## config.mk

```make
export PLATFORM = sky130hd
export DESIGN_NAME = wav_riff_header_parser
export DESIGN_NICKNAME = d
export VERILOG_FILES = /design/src/wrp_pkg.sv /design/src/wrp_cmd_queue.sv /design/src/wrp_front.sv /design/src/wrp_back.sv /design/src/wav_riff_header_parser.sv
export SDC_FILE = /design/constraint.sdc
export NUM_CORES = 1
export LEC_CHECK = 0
export BUFFER_PORTS_ARGS = -buffer_cell sky130_fd_sc_hd__buf_2
export CORE_MARGIN = 5
export CORE_UTILIZATION = 65
export DETAILED_ROUTE_END_ITERATION = 8
export GPL_ROUTABILITY_DRIVEN = 0
export PLACE_DENSITY_LB_ADDON = 0.1
export SLEW_MARGIN = 15
export SYNTH_ARGS = -nofsm -noshare
export SYNTH_HDL_FRONTEND = slang
export SYNTH_SLANG_ARGS = --single-unit
```

## constraint.sdc

```tcl
create_clock -name i_clk -period 21.9 [get_ports i_clk]
set_clock_uncertainty 0.2 [all_clocks]
set_input_delay 0 -clock i_clk [delete_from_list [all_inputs] [get_ports i_clk]]
set_output_delay 0 -clock i_clk [all_outputs]
set_load 0.03 [all_outputs]
```

## src/wrp_pkg.sv

```systemverilog
// Shared types and constants of the WAV header parser.
// Used by the front end, the request queue, the back end and the checker.
package wrp_pkg;

    // Parser phases.
    localparam logic [2:0] PH_RIFF  = 3'd0;
    localparam logic [2:0] PH_RSIZE = 3'd1;
    localparam logic [2:0] PH_WAVE  = 3'd2;
    localparam logic [2:0] PH_CID   = 3'd3;
    localparam logic [2:0] PH_CSIZE = 3'd4;
    localparam logic [2:0] PH_FMT   = 3'd5;
    localparam logic [2:0] PH_DATA  = 3'd6;
    localparam logic [2:0] PH_SKIP  = 3'd7;

    // Four-character tags as they arrive, first character in the top byte.
    localparam logic [31:0] TAG_RIFF = 32'h5249_4646;
    localparam logic [31:0] TAG_WAVE = 32'h5741_5645;
    localparam logic [31:0] TAG_FMT  = 32'h666D_7420;
    localparam logic [31:0] TAG_DATA = 32'h6461_7461;

    localparam logic [31:0] FMT_MIN  = 32'd16;
    localparam logic [15:0] PCM_TAG  = 16'd1;
    localparam logic [15:0] PCM_BITS = 16'd16;

    // Summary status codes.
    localparam logic [2:0] ST_OK        = 3'd0;
    localparam logic [2:0] ST_NOT_RIFF  = 3'd1;
    localparam logic [2:0] ST_NOT_WAVE  = 3'd2;
    localparam logic [2:0] ST_FMT_SHORT = 3'd3;
    localparam logic [2:0] ST_NOT_PCM   = 3'd4;
    localparam logic [2:0] ST_NOT_16BIT = 3'd5;
    localparam logic [2:0] ST_NO_DATA   = 3'd6;

    // Result kinds.
    localparam logic RK_SAMPLE  = 1'b0;
    localparam logic RK_SUMMARY = 1'b1;

    // One request from the front end: a sample byte, a summary, or both.
    typedef struct packed {
        logic        has_sample;
        logic [7:0]  sample_byte;
        logic        chunk_first;
        logic        has_summary;
        logic [2:0]  status;
        logic [15:0] channels;
        logic [31:0] sample_rate;
        logic [31:0] byte_rate;
        logic [15:0] block_align;
        logic [15:0] bits_per_sample;
        logic [31:0] data_bytes;
    } t_cmd;

endpackage

```

## src/wrp_cmd_queue.sv

```systemverilog
// Short request queue between the parser front end and the result back end.
// Depends on wrp_pkg for the request type.
module wrp_cmd_queue #(
    parameter int DEPTH = 4
) (
    input  logic          i_clk,
    input  logic          i_rst_n,
    input  logic          i_push,
    input  wrp_pkg::t_cmd i_data,
    output logic          o_full,
    input  logic          i_pop,
    output logic          o_empty,
    output wrp_pkg::t_cmd o_data
);
    localparam int AW = (DEPTH > 1) ? $clog2(DEPTH) : 1;
    localparam int CW = $clog2(DEPTH + 1);

    wrp_pkg::t_cmd r_mem [DEPTH];
    logic [AW-1:0] r_wr, r_rd;
    logic [CW-1:0] r_count;
    logic          w_push, w_pop;

    assign o_full  = (r_count == CW'(DEPTH));
    assign o_empty = (r_count == '0);
    assign o_data  = r_mem[r_rd];
    assign w_push  = i_push && !o_full;
    assign w_pop   = i_pop && !o_empty;

    // Storage is written at the tail only.
    always_ff @(posedge i_clk) begin
        if (w_push) begin
            r_mem[r_wr] <= i_data;
        end
    end

    // Pointers and fill count.
    always_ff @(posedge i_clk) begin
        if (!i_rst_n) begin
            r_wr    <= '0;
            r_rd    <= '0;
            r_count <= '0;
        end else begin
            if (w_push) begin
                r_wr <= (r_wr == AW'(DEPTH - 1)) ? '0 : r_wr + 1'b1;
            end
            if (w_pop) begin
                r_rd <= (r_rd == AW'(DEPTH - 1)) ? '0 : r_rd + 1'b1;
            end
            if (w_push && !w_pop) begin
                r_count <= r_count + 1'b1;
            end else if (w_pop && !w_push) begin
                r_count <= r_count - 1'b1;
            end
        end
    end

endmodule

```

## src/wrp_front.sv

```systemverilog
// Parser front end: walks the RIFF structure one byte per cycle while the queue has room and issues requests.
// Depends on wrp_pkg for phase codes, tags, status codes and the request type.
module wrp_front (
    input  logic          i_clk,
    input  logic          i_rst_n,
    input  logic          i_in_valid,
    input  logic [7:0]    i_in_byte,
    input  logic          i_end_of_file,
    input  logic          i_queue_full,
    output logic          o_in_ready,
    output logic          o_push,
    output wrp_pkg::t_cmd o_cmd
);
    logic [2:0]  r_phase, n_phase;
    logic [31:0] r_cnt, n_cnt;
    logic [31:0] r_tag, n_tag;
    logic [31:0] r_size, n_size;
    logic [63:0] r_fmt_lo, n_fmt_lo;
    logic [63:0] r_fmt_hi, n_fmt_hi;
    logic [2:0]  r_err, n_err;
    logic [31:0] r_dsize, n_dsize;

    logic        w_accept;
    logic        w_sample;
    logic        w_first;
    logic [31:0] w_cnt_inc;
    logic [2:0]  w_status;

    assign o_in_ready = !i_queue_full;
    assign w_accept   = i_in_valid && o_in_ready;
    assign w_cnt_inc  = r_cnt + 32'd1;

    // Next state for the byte on the input.
    always_comb begin
        n_phase  = r_phase;
        n_cnt    = r_cnt;
        n_tag    = r_tag;
        n_size   = r_size;
        n_fmt_lo = r_fmt_lo;
        n_fmt_hi = r_fmt_hi;
        n_err    = r_err;
        n_dsize  = r_dsize;
        w_sample = 1'b0;
        w_first  = 1'b0;
        if (r_err == wrp_pkg::ST_OK) begin
            case (r_phase)
                wrp_pkg::PH_RIFF, wrp_pkg::PH_WAVE, wrp_pkg::PH_CID: begin
                    n_tag = {r_tag[23:0], i_in_byte};
                    n_cnt = w_cnt_inc;
                    if (r_cnt[1:0] == 2'd3) begin
                        n_cnt = '0;
                        if (r_phase == wrp_pkg::PH_RIFF) begin
                            if (n_tag != wrp_pkg::TAG_RIFF) begin
                                n_err = wrp_pkg::ST_NOT_RIFF;
                            end else begin
                                n_phase = wrp_pkg::PH_RSIZE;
                            end
                        end else if (r_phase == wrp_pkg::PH_WAVE) begin
                            if (n_tag != wrp_pkg::TAG_WAVE) begin
                                n_err = wrp_pkg::ST_NOT_WAVE;
                            end else begin
                                n_phase = wrp_pkg::PH_CID;
                            end
                        end else begin
                            n_size  = '0;
                            n_phase = wrp_pkg::PH_CSIZE;
                        end
                    end
                end
                wrp_pkg::PH_RSIZE: begin
                    n_cnt = w_cnt_inc;
                    if (r_cnt[1:0] == 2'd3) begin
                        n_cnt   = '0;
                        n_phase = wrp_pkg::PH_WAVE;
                    end
                end
                wrp_pkg::PH_CSIZE: begin
                    // Size is little-endian; it was cleared when the id completed.
                    n_size[{r_cnt[1:0], 3'b000} +: 8] = i_in_byte;
                    n_cnt = w_cnt_inc;
                    if (r_cnt[1:0] == 2'd3) begin
                        n_cnt = '0;
                        if (r_tag == wrp_pkg::TAG_FMT) begin
                            if (n_size < wrp_pkg::FMT_MIN) begin
                                n_err = wrp_pkg::ST_FMT_SHORT;
                            end else begin
                                n_phase = wrp_pkg::PH_FMT;
                            end
                        end else if (r_tag == wrp_pkg::TAG_DATA) begin
                            n_dsize = n_size;
                            n_phase = (n_size != '0) ? wrp_pkg::PH_DATA : wrp_pkg::PH_CID;
                        end else begin
                            n_phase = (n_size != '0) ? wrp_pkg::PH_SKIP : wrp_pkg::PH_CID;
                        end
                    end
                end
                default: begin
                    // Chunk body: fmt capture, data pass-through or skip.
                    if (r_phase == wrp_pkg::PH_FMT && r_cnt[31:4] == '0) begin
                        if (!r_cnt[3]) begin
                            n_fmt_lo[{r_cnt[2:0], 3'b000} +: 8] = i_in_byte;
                        end else begin
                            n_fmt_hi[{r_cnt[2:0], 3'b000} +: 8] = i_in_byte;
                        end
                    end
                    if (r_phase == wrp_pkg::PH_DATA) begin
                        w_sample = 1'b1;
                        w_first  = (r_cnt == '0);
                    end
                    if (w_cnt_inc == r_size) begin
                        n_cnt   = '0;
                        n_phase = wrp_pkg::PH_CID;
                    end else begin
                        n_cnt = w_cnt_inc;
                    end
                end
            endcase
        end
    end

    // Summary status, judged on the state after this byte.
    always_comb begin
        if (n_err != wrp_pkg::ST_OK) begin
            w_status = n_err;
        end else if (n_phase == wrp_pkg::PH_RIFF) begin
            w_status = wrp_pkg::ST_NOT_RIFF;
        end else if (n_phase == wrp_pkg::PH_RSIZE || n_phase == wrp_pkg::PH_WAVE) begin
            w_status = wrp_pkg::ST_NOT_WAVE;
        end else if (n_fmt_lo[15:0] != wrp_pkg::PCM_TAG) begin
            w_status = wrp_pkg::ST_NOT_PCM;
        end else if (n_fmt_hi[63:48] != wrp_pkg::PCM_BITS) begin
            w_status = wrp_pkg::ST_NOT_16BIT;
        end else if (n_dsize == '0) begin
            w_status = wrp_pkg::ST_NO_DATA;
        end else begin
            w_status = wrp_pkg::ST_OK;
        end
    end

    // Request towards the back end.
    assign o_push                = w_accept && (w_sample || i_end_of_file);
    assign o_cmd.has_sample      = w_sample;
    assign o_cmd.sample_byte     = i_in_byte;
    assign o_cmd.chunk_first     = w_first;
    assign o_cmd.has_summary     = i_end_of_file;
    assign o_cmd.status          = w_status;
    assign o_cmd.channels        = n_fmt_lo[31:16];
    assign o_cmd.sample_rate     = n_fmt_lo[63:32];
    assign o_cmd.byte_rate       = n_fmt_hi[31:0];
    assign o_cmd.block_align     = n_fmt_hi[47:32];
    assign o_cmd.bits_per_sample = n_fmt_hi[63:48];
    assign o_cmd.data_bytes      = n_dsize;

    // Parser state; the end of a file returns it to the reset state.
    always_ff @(posedge i_clk) begin
        if (!i_rst_n || (w_accept && i_end_of_file)) begin
            r_phase  <= wrp_pkg::PH_RIFF;
            r_cnt    <= '0;
            r_tag    <= '0;
            r_size   <= '0;
            r_fmt_lo <= '0;
            r_fmt_hi <= '0;
            r_err    <= wrp_pkg::ST_OK;
            r_dsize  <= '0;
        end else if (w_accept) begin
            r_phase  <= n_phase;
            r_cnt    <= n_cnt;
            r_tag    <= n_tag;
            r_size   <= n_size;
            r_fmt_lo <= n_fmt_lo;
            r_fmt_hi <= n_fmt_hi;
            r_err    <= n_err;
            r_dsize  <= n_dsize;
        end
    end

endmodule

```

## src/wrp_back.sv

```systemverilog
// Result back end: expands queued requests into result items in an output register.
// Depends on wrp_pkg for the request type and result kinds.
module wrp_back (
    input  logic          i_clk,
    input  logic          i_rst_n,
    input  logic          i_empty,
    input  wrp_pkg::t_cmd i_cmd,
    output logic          o_pop,
    output logic          o_out_valid,
    input  logic          i_out_ready,
    output logic          o_result_kind,
    output logic [7:0]    o_sample_byte,
    output logic          o_chunk_first,
    output logic [2:0]    o_status,
    output logic [15:0]   o_channels,
    output logic [31:0]   o_sample_rate,
    output logic [31:0]   o_byte_rate,
    output logic [15:0]   o_block_align,
    output logic [15:0]   o_bits_per_sample,
    output logic [31:0]   o_data_bytes,
    output logic          o_last
);
    logic        r_valid;
    logic        r_half;
    logic        r_kind;
    logic [7:0]  r_byte;
    logic        r_first;
    logic [2:0]  r_status;
    logic [15:0] r_channels;
    logic [31:0] r_rate;
    logic [31:0] r_byte_rate;
    logic [15:0] r_align;
    logic [15:0] r_bits;
    logic [31:0] r_dbytes;

    logic w_load;
    logic w_emit_sample;

    // The register is refilled whenever it is empty or being taken and the queue holds a request.
    assign w_load        = !i_empty && (!r_valid || i_out_ready);
    assign w_emit_sample = i_cmd.has_sample && !r_half;
    assign o_pop         = w_load && !(w_emit_sample && i_cmd.has_summary);

    // Control: output valid and the second-half flag of a two-result request.
    always_ff @(posedge i_clk) begin
        if (!i_rst_n) begin
            r_valid <= 1'b0;
            r_half  <= 1'b0;
        end else begin
            if (w_load) begin
                r_valid <= 1'b1;
                r_half  <= w_emit_sample && i_cmd.has_summary;
            end else if (i_out_ready) begin
                r_valid <= 1'b0;
            end
        end
    end

    // Payload: a sample carries zeros in the summary fields and the other way round.
    always_ff @(posedge i_clk) begin
        if (w_load) begin
            if (w_emit_sample) begin
                r_kind      <= wrp_pkg::RK_SAMPLE;
                r_byte      <= i_cmd.sample_byte;
                r_first     <= i_cmd.chunk_first;
                r_status    <= wrp_pkg::ST_OK;
                r_channels  <= '0;
                r_rate      <= '0;
                r_byte_rate <= '0;
                r_align     <= '0;
                r_bits      <= '0;
                r_dbytes    <= '0;
            end else begin
                r_kind      <= wrp_pkg::RK_SUMMARY;
                r_byte      <= '0;
                r_first     <= 1'b0;
                r_status    <= i_cmd.status;
                r_channels  <= i_cmd.channels;
                r_rate      <= i_cmd.sample_rate;
                r_byte_rate <= i_cmd.byte_rate;
                r_align     <= i_cmd.block_align;
                r_bits      <= i_cmd.bits_per_sample;
                r_dbytes    <= i_cmd.data_bytes;
            end
        end
    end

    assign o_out_valid       = r_valid;
    assign o_result_kind     = r_kind;
    assign o_sample_byte     = r_byte;
    assign o_chunk_first     = r_first;
    assign o_status          = r_status;
    assign o_channels        = r_channels;
    assign o_sample_rate     = r_rate;
    assign o_byte_rate       = r_byte_rate;
    assign o_block_align     = r_align;
    assign o_bits_per_sample = r_bits;
    assign o_data_bytes      = r_dbytes;
    assign o_last            = (r_kind == wrp_pkg::RK_SUMMARY);

endmodule

```

## src/wav_riff_header_parser.sv

```systemverilog
// Top level of the WAV header parser; joins front end, request queue and back end.
// Depends on wrp_pkg, wrp_front, wrp_cmd_queue and wrp_back.
//
// The parser takes one file byte per cycle, checks the RIFF and WAVE tags, walks
// the chunk headers, captures the first 16 bytes of a fmt chunk, passes data
// chunk bytes out as sample results and closes each file with one summary
// result. A byte is accepted every cycle while the request queue has room; a
// result is registered first in the request queue and then in the output register.
// A data byte that ends the file yields two results, a sample and then the
// summary; the QUEUE_DEPTH-entry queue absorbs the bytes that arrive meanwhile.
// The front end handles each byte with one 32-bit counter increment plus compares.
module wav_riff_header_parser #(
    parameter int QUEUE_DEPTH = 4
) (
    input  logic        i_clk,
    input  logic        i_rst_n,
    input  logic        i_in_valid,
    output logic        o_in_ready,
    input  logic [7:0]  i_in_byte,
    input  logic        i_end_of_file,
    output logic        o_out_valid,
    input  logic        i_out_ready,
    output logic        o_result_kind,
    output logic [7:0]  o_sample_byte,
    output logic        o_chunk_first,
    output logic [2:0]  o_status,
    output logic [15:0] o_channels,
    output logic [31:0] o_sample_rate,
    output logic [31:0] o_byte_rate,
    output logic [15:0] o_block_align,
    output logic [15:0] o_bits_per_sample,
    output logic [31:0] o_data_bytes,
    output logic        o_last
);
    logic          w_push, w_full, w_pop, w_empty;
    wrp_pkg::t_cmd w_cmd_in, w_cmd_out;

    // Front end: parsing and classification.
    wrp_front u_front (
        .i_clk         (i_clk),
        .i_rst_n       (i_rst_n),
        .i_in_valid    (i_in_valid),
        .i_in_byte     (i_in_byte),
        .i_end_of_file (i_end_of_file),
        .i_queue_full  (w_full),
        .o_in_ready    (o_in_ready),
        .o_push        (w_push),
        .o_cmd         (w_cmd_in)
    );

    // Request queue decoupling the two sides.
    wrp_cmd_queue #(
        .DEPTH (QUEUE_DEPTH)
    ) u_queue (
        .i_clk   (i_clk),
        .i_rst_n (i_rst_n),
        .i_push  (w_push),
        .i_data  (w_cmd_in),
        .o_full  (w_full),
        .i_pop   (w_pop),
        .o_empty (w_empty),
        .o_data  (w_cmd_out)
    );

    // Back end: result formatting and output register.
    wrp_back u_back (
        .i_clk             (i_clk),
        .i_rst_n           (i_rst_n),
        .i_empty           (w_empty),
        .i_cmd             (w_cmd_out),
        .o_pop             (w_pop),
        .o_out_valid       (o_out_valid),
        .i_out_ready       (i_out_ready),
        .o_result_kind     (o_result_kind),
        .o_sample_byte     (o_sample_byte),
        .o_chunk_first     (o_chunk_first),
        .o_status          (o_status),
        .o_channels        (o_channels),
        .o_sample_rate     (o_sample_rate),
        .o_byte_rate       (o_byte_rate),
        .o_block_align     (o_block_align),
        .o_bits_per_sample (o_bits_per_sample),
        .o_data_bytes      (o_data_bytes),
        .o_last            (o_last)
    );

endmodule

```

==> results.cfg, run 1 <==
[routing]
totalWireLength_um = 104000
first_iter_violations = 3270
ant_nets = 0
via_per_inst = 6.43
firstDrtPassIters = 8
drc = 0
via_count = 27600
wire_per_inst_um = 24.2

[power]
clkPwrFrac_pct = 30.5
vdd_drop_max_v = 0.0000950
leakage_nw = 16.4
p_per_area_nw_per_um2 = 118
seqPwrFrac_pct = 44.9
power.switching_mw = 1.80
internal_power_mw = 3.95
fin_total_pwr_mw = 5.75
power_frac_comb_pct = 24.6
swShare_pct = 31.3

[die]
initial_core_util_pct = 65.2
die_x_um = 269
die_height_um = 269
row_count = 95
ios = 173
core_um2 = 66900
die_area_um2 = 72400

[clock_tree]
clockRootBuffer = clkbuf_16
clkSinkCount = 1062
clockBufferDepth = 3
cts_tree = done
post_cts_buffers = 0
cts_hold_buffers = 14
insertion_delay_ns = 0.67
cts_resized = 0
cts_buffers = 102
path_clk_slew_ns = 0.07
cts.htree.levels = 3

[grt]
grtUsageTotal_pct = 28.3
grt_pass1_vias = 27500
grt_overflow = 0
grt_pass1_wl_um = 162000
antenna_found_initial = 4
grt_start_max_net_pins = 137

[final_layout]
mostFrequentLayoutCell = edfxtp_1
final_cell_mix = edfxtp_1, nand2_1, dfxtp_1
nets = 3353
drive_above_1_share_pct = 19.2
fill_cells = 4260
area_delta_synth_final_pct = 11.6

[placed_design]
dpl.hpwl_um = 62000
place_ws_ns = 16.50
port_buffers = 172

[min_path]
hp-class = in2reg

[critical_path]
cp_max_fo = 35
required_ns = 22.08
crit_type = reg2reg
crit_path_end_kind = flip-flop
start_kind = flip-flop
arrival_ns = 5.93

[timing]
max_freq_ghz = 0.174
min_period_ns = 5.75
tightest_slew_ns = 1.22
finalWorstSetupSlack_ns = 16.15
timing.final.crit_share_pct = 26.2
rsz0062_at_grt = no
setup_viol = 0
finalSetupTns_ns = 0
maxSlewViolCount = 0
finalHoldViolations = 0
maxSlewHeadroom_pct = 18.8

[synthesis]
synthDistinctLibCells = 79
synth_area_um2 = 43600
yosys_warnings = 0
synth_top_area_share_pct = 54.3
synth_area_leaders = edfxtp_1, dfxtp_1, mux4_2
synth_edf_count = 789
synth.avg_cell_area_um2 = 13.6
synth_flop_cell = edfxtp_1
async_reset_ff_share_pct = 0
synth-simple-area-share_pct = 13.1
synth.largest_area_cell = edfxtp_1
synth-seq-area-share_pct = 66.8
synth_fa_ha_area_share_pct = 0.419
synthCells = 3216
ys_seq_elements = 1062
synth_compound_area_share_pct = 5.52
syn_nets = 3243
synth_xor_area_share_pct = 0.923
synthMuxAreaShare_pct = 11.1
synth_top_family_by_area = simple AND/OR/NAND/NOR gates

[job]
max-cap-violations = 0

[outcome]
status = complete, no violations
-- flip-flops by register name, summed over array words and instances (netlist names), 8 cells and up, named ones only --
register	flops
u_back.o_channels	16
u_queue.r_mem	632
u_front.r_fmt_hi	64
u_front.r_cnt	32
u_back.o_byte_rate	32
u_front.r_tag	32
u_back.o_data_bytes	32
u_back.o_bits_per_sample	16
u_back.o_block_align	16
u_front.r_size	32
u_front.r_fmt_lo	64
u_front.r_dsize	32
u_back.o_sample_byte	8
u_back.o_sample_rate	32
-- final cells by class --
| class | instances | area (µm²) | area share, % |
|---|---|---|---|
| Antenna cell | 3 | 7.51 | 0.0154 |
| Sequential cell | 1062 | 29200 | 59.9 |
| Timing Repair Buffer | 225 | 1320 | 2.71 |
| Tap cell | 873 | 1090 | 2.24 |
| Clock buffer | 133 | 2820 | 5.80 |
| Inverter | 31 | 116 | 0.239 |
| Multi-Input combinational cell | 1904 | 13600 | 28.0 |
| Clock inverter | 61 | 556 | 1.14 |
-- cells in the mapped netlist (all sizes together), types with 5 or more instances --
cell	number
nand3	50
and3	18
ha	13
edfxtp	789
clkbuf	196
mux2	94
a32oi	5
o21ai	91
and2	30
nor4bb	8
xnor2	27
a211oi	11
nor4b	7
nand3b	12
a21oi	234
mux2i	22
and4	8
mux4	158
xor2	19
nor2	200
dfxtp	273
or3	14
nor3	85
a22oi	7
or4	17
nand2b	12
a31oi	23
nand2	394
or4b	6
inv	31
nor2b	188
nand4	29
o211ai	6
nor4	47
nor3b	9
buf	23
-- final timing paths --
check	start	end	slack (ns)	cells past startpoint
worst max register to register	u_front.r_cnt[0]	u_queue.r_mem[0][145]	16.15	11
worst max-delay path	u_front.r_cnt[0]	u_queue.r_mem[0][145]	16.15	11
worst min register to register	u_front.r_fmt_lo[20]	u_front.r_fmt_lo[20]	0.25	2
worst min-delay path	i_in_byte[2]	u_front.r_tag[2]	0.17	4
-- cell families after synthesis --
family | count (synthesis)
mux | 274
buf+inv | 250
fa+ha+maj | 14
flops | 1062
xor+xnor | 46
compound gates | 425
simple gates | 1145
-- critical path, stage by stage (launching register included) --
cell,delay (ns)
dfxtp_1,1.11
inv_1,0.33
ha_1,0.90
nor2_1,0.24
a31oi_1,0.42
o2111ai_1,0.18
nor4_1,0.48
nand4_1,0.31
o31ai_1,0.37
o21ai_0,0.25
o311ai_0,0.50
a22oi_2,0.19
-- power by group through the flow --
stage / Combinational [mW] / Sequential (mW) / Clock (mW)
final: 1.42 / 2.58 / 1.75
after global placement: 1.41 / 2.62 / 0
after global routing: 1.52 / 2.61 / 1.87
after floorplan: 0.707 / 2.97 / 0
after CTS: 1.44 / 2.59 / 1.78
after detailed placement: 1.43 / 2.63 / 0
-- metrics by stage --
step,instances,hold WS (ns),util [%],instance area [µm²]
after floorplan,3216,-0.101,-,43600
final,4292,0.169,72.8,48700
after global routing,4289,0.176,72.7,48700
after global placement,4081,0.0577,67.5,45200
after CTS,4289,0.138,72.7,48700
after detailed placement,4081,0.0630,67.5,45200
-- metal layers --
layer	GRT usage (%)	vias to the layer above	wire length, µm
met5	0	-	46
met4	10.2	2	3470
met3	5.00	235	8370
met2	46.7	1329	51100
met1	38.8	13800	40800
li1	-	12200	-
(Power assumes the default switching activity.)
==> run 2, diff against run 1 <==
--- a/config.mk
+++ b/config.mk
@@ -7,7 +7,7 @@
 export LEC_CHECK = 0
 export BUFFER_PORTS_ARGS = -buffer_cell sky130_fd_sc_hd__buf_2
 export CORE_MARGIN = 5
-export CORE_UTILIZATION = 65
+export CORE_UTILIZATION = 62
 export DETAILED_ROUTE_END_ITERATION = 8
 export GPL_ROUTABILITY_DRIVEN = 0
 export PLACE_DENSITY_LB_ADDON = 0.1
==> constraint.sdc (replaced) <==
create_clock -name i_clk -period 5.9 [get_ports i_clk]
set_clock_uncertainty 0.2 [all_clocks]
set_input_delay 0 -clock i_clk [delete_from_list [all_inputs] [get_ports i_clk]]
set_output_delay 0 -clock i_clk [all_outputs]
set_load 0.03 [all_outputs]
==> run 2 against run 1 <==
  * Via count shrank 0.41%
  * Final area is 1.1% higher
  * Combinational power grew to 3.7 times the previous value
  * Fmax up 11%
  * Routed wire length up 0.62%
  * Final cell count increased by 1.9%
==> results.cfg, run 2 (synthesis results as in run 1) <==
[outcome]
status = complete, no violations

[power]
fin_total_pwr_mw = 21.7
p_per_area_nw_per_um2 = 441
leakage_nw = 16.6
vdd_drop_max_v = 0.000389

[final_layout]
seq_area_um2 = 29200
largest_reg_flops = 632
drive_above_1_share_pct = 19.5
nets = 3366
fill_cells = 4727
regMostFlops = u_queue.r_mem
stdcell_area_um2 = 49200
finish.utilization_pct = 70.4
mostFrequentLayoutCell = edfxtp_1
final_cell_mix = edfxtp_1, nand2_1, dfxtp_1
largestRegisters = u_queue.r_mem x632, u_front.r_fmt_hi x64, u_front.r_fmt_lo x64
area_delta_synth_final_pct = 12.7
multi_input_area_um2 = 13600
final_cell_count_no_fill = 4374

[critical_path]
cpMostUsedCell = nand4_1
crit_path_top_delay_cell = o21ai_0
cp_cell_sequence = ha_1 -> nand4_1 -> nor4_1 -> xnor2_1 -> o211ai_1 -> a2111oi_0 -> nand4_1 -> o21ai_0 -> o311ai_0 -> a22oi_2
critPathMaxStageDelay_ns = 0.78
crit_type = reg2reg
crit_buf_inv = 0
cp_max_fo = 14
start_kind = flip-flop
arrival_ns = 5.45
required_ns = 6.18
crit_path_end_kind = flip-flop
cp_top_family = compound AO/OA/AOI/OAI gates

[grt]
grt_pass1_vias = 27300
grtUsageTotal_pct = 27.5
antenna_found_initial = 4
grt_overflow = 0
grt_start_max_net_pins = 158
grt_pass1_wl_um = 161000

[clock_tree]
path_clk_slew_ns = 0.07
clkSinkCount = 1062
post_cts_buffers = 0
cts_resized = 0
cts_buffers = 105
clockBufferDepth = 3
clockRootBuffer = clkbuf_16
insertion_delay_ns = 0.66
cts_tree = done
cts.htree.levels = 3

[die]
die_x_um = 275
ios = 173
die_area_um2 = 75800
initial_core_util_pct = 62.4
row_count = 97
core_um2 = 69900
die_height_um = 275

[routing]
first_iter_violations = 3356
via_per_inst = 6.28
firstDrtPassIters = 6
via_count = 27500
drc = 0
ant_nets = 0
totalWireLength_um = 104000
wire_per_inst_um = 23.9

[placed_design]
dpl.hpwl_um = 61800
port_buffers = 172
place_ws_ns = 0.968
dp.cells = 4158
placed_cell_area_um2 = 45400

[timing]
setup_viol = 0
min_period_ns = 5.17
tightest_slew_ns = 1.15
finalWorstSetupSlack_ns = 0.733
max_freq_ghz = 0.194
timing.final.crit_share_pct = 87.6
maxSlewHeadroom_pct = 23.2
whs_ns = 0.164
finalHoldViolations = 0
rsz0062_at_grt = no
finalSetupTns_ns = 0
maxSlewViolCount = 0

[min_path]
hp-class = in2reg

[job]
max-cap-violations = 0
==> run 2: metal layers <==
layer  up-vias  track usage, %  wire length, µm
li1      12200               -                -
met3       255            4.14             8250
met4         2            9.26             3590
met5         -               0               13
met2      1307            46.0            51400
met1     13700            37.7            41200
==> run 2: report_power, final <==
group | switching [mW] | internal (mW)
Sequential | 0.320 | 9.23
Clock | 2.79 | 4.05
Combinational | 3.60 | 1.71
Total | 6.71 | 15.0
==> run 2: final timing paths <==
kind                        start                     to  slack [ns]  depth (start not counted)
max              u_front.r_cnt[1]  u_queue.r_mem[3][145]        0.73                         10
min                    i_in_valid   u_front.r_fmt_lo[18]        0.16                          5
max reg2reg      u_front.r_cnt[1]  u_queue.r_mem[3][145]        0.73                         10
min reg2reg  u_front.r_fmt_hi[26]   u_front.r_fmt_hi[26]        0.25                          2
==> run 2: repair_timing <==
item,CTS,global route
endpoints found under the hold margin,133,0
hold buffers,14,0
setup endpoints to repair,0,0
==> run 2: area by class of cell <==
type | count | share of cell area, %
multi-input cells | 1904 | 27.6
clock buffers | 149 | 6.28
repair buffers | 235 | 3.06
inverters | 31 | 0.237
diodes | 2 | 0.0102
clock inverters | 51 | 1.09
well taps | 940 | 2.39
flip-flops and latches | 1062 | 59.3
==> run 2: worst register-to-register path, cell delays in order, from the launching register on <==
cell,delay [ns]
dfxtp_1,0.62
ha_1,0.61
nand4_1,0.55
nor4_1,0.63
xnor2_1,0.18
o211ai_1,0.11
a2111oi_0,0.50
nand4_1,0.29
o21ai_0,0.78
o311ai_0,0.26
a22oi_2,0.29
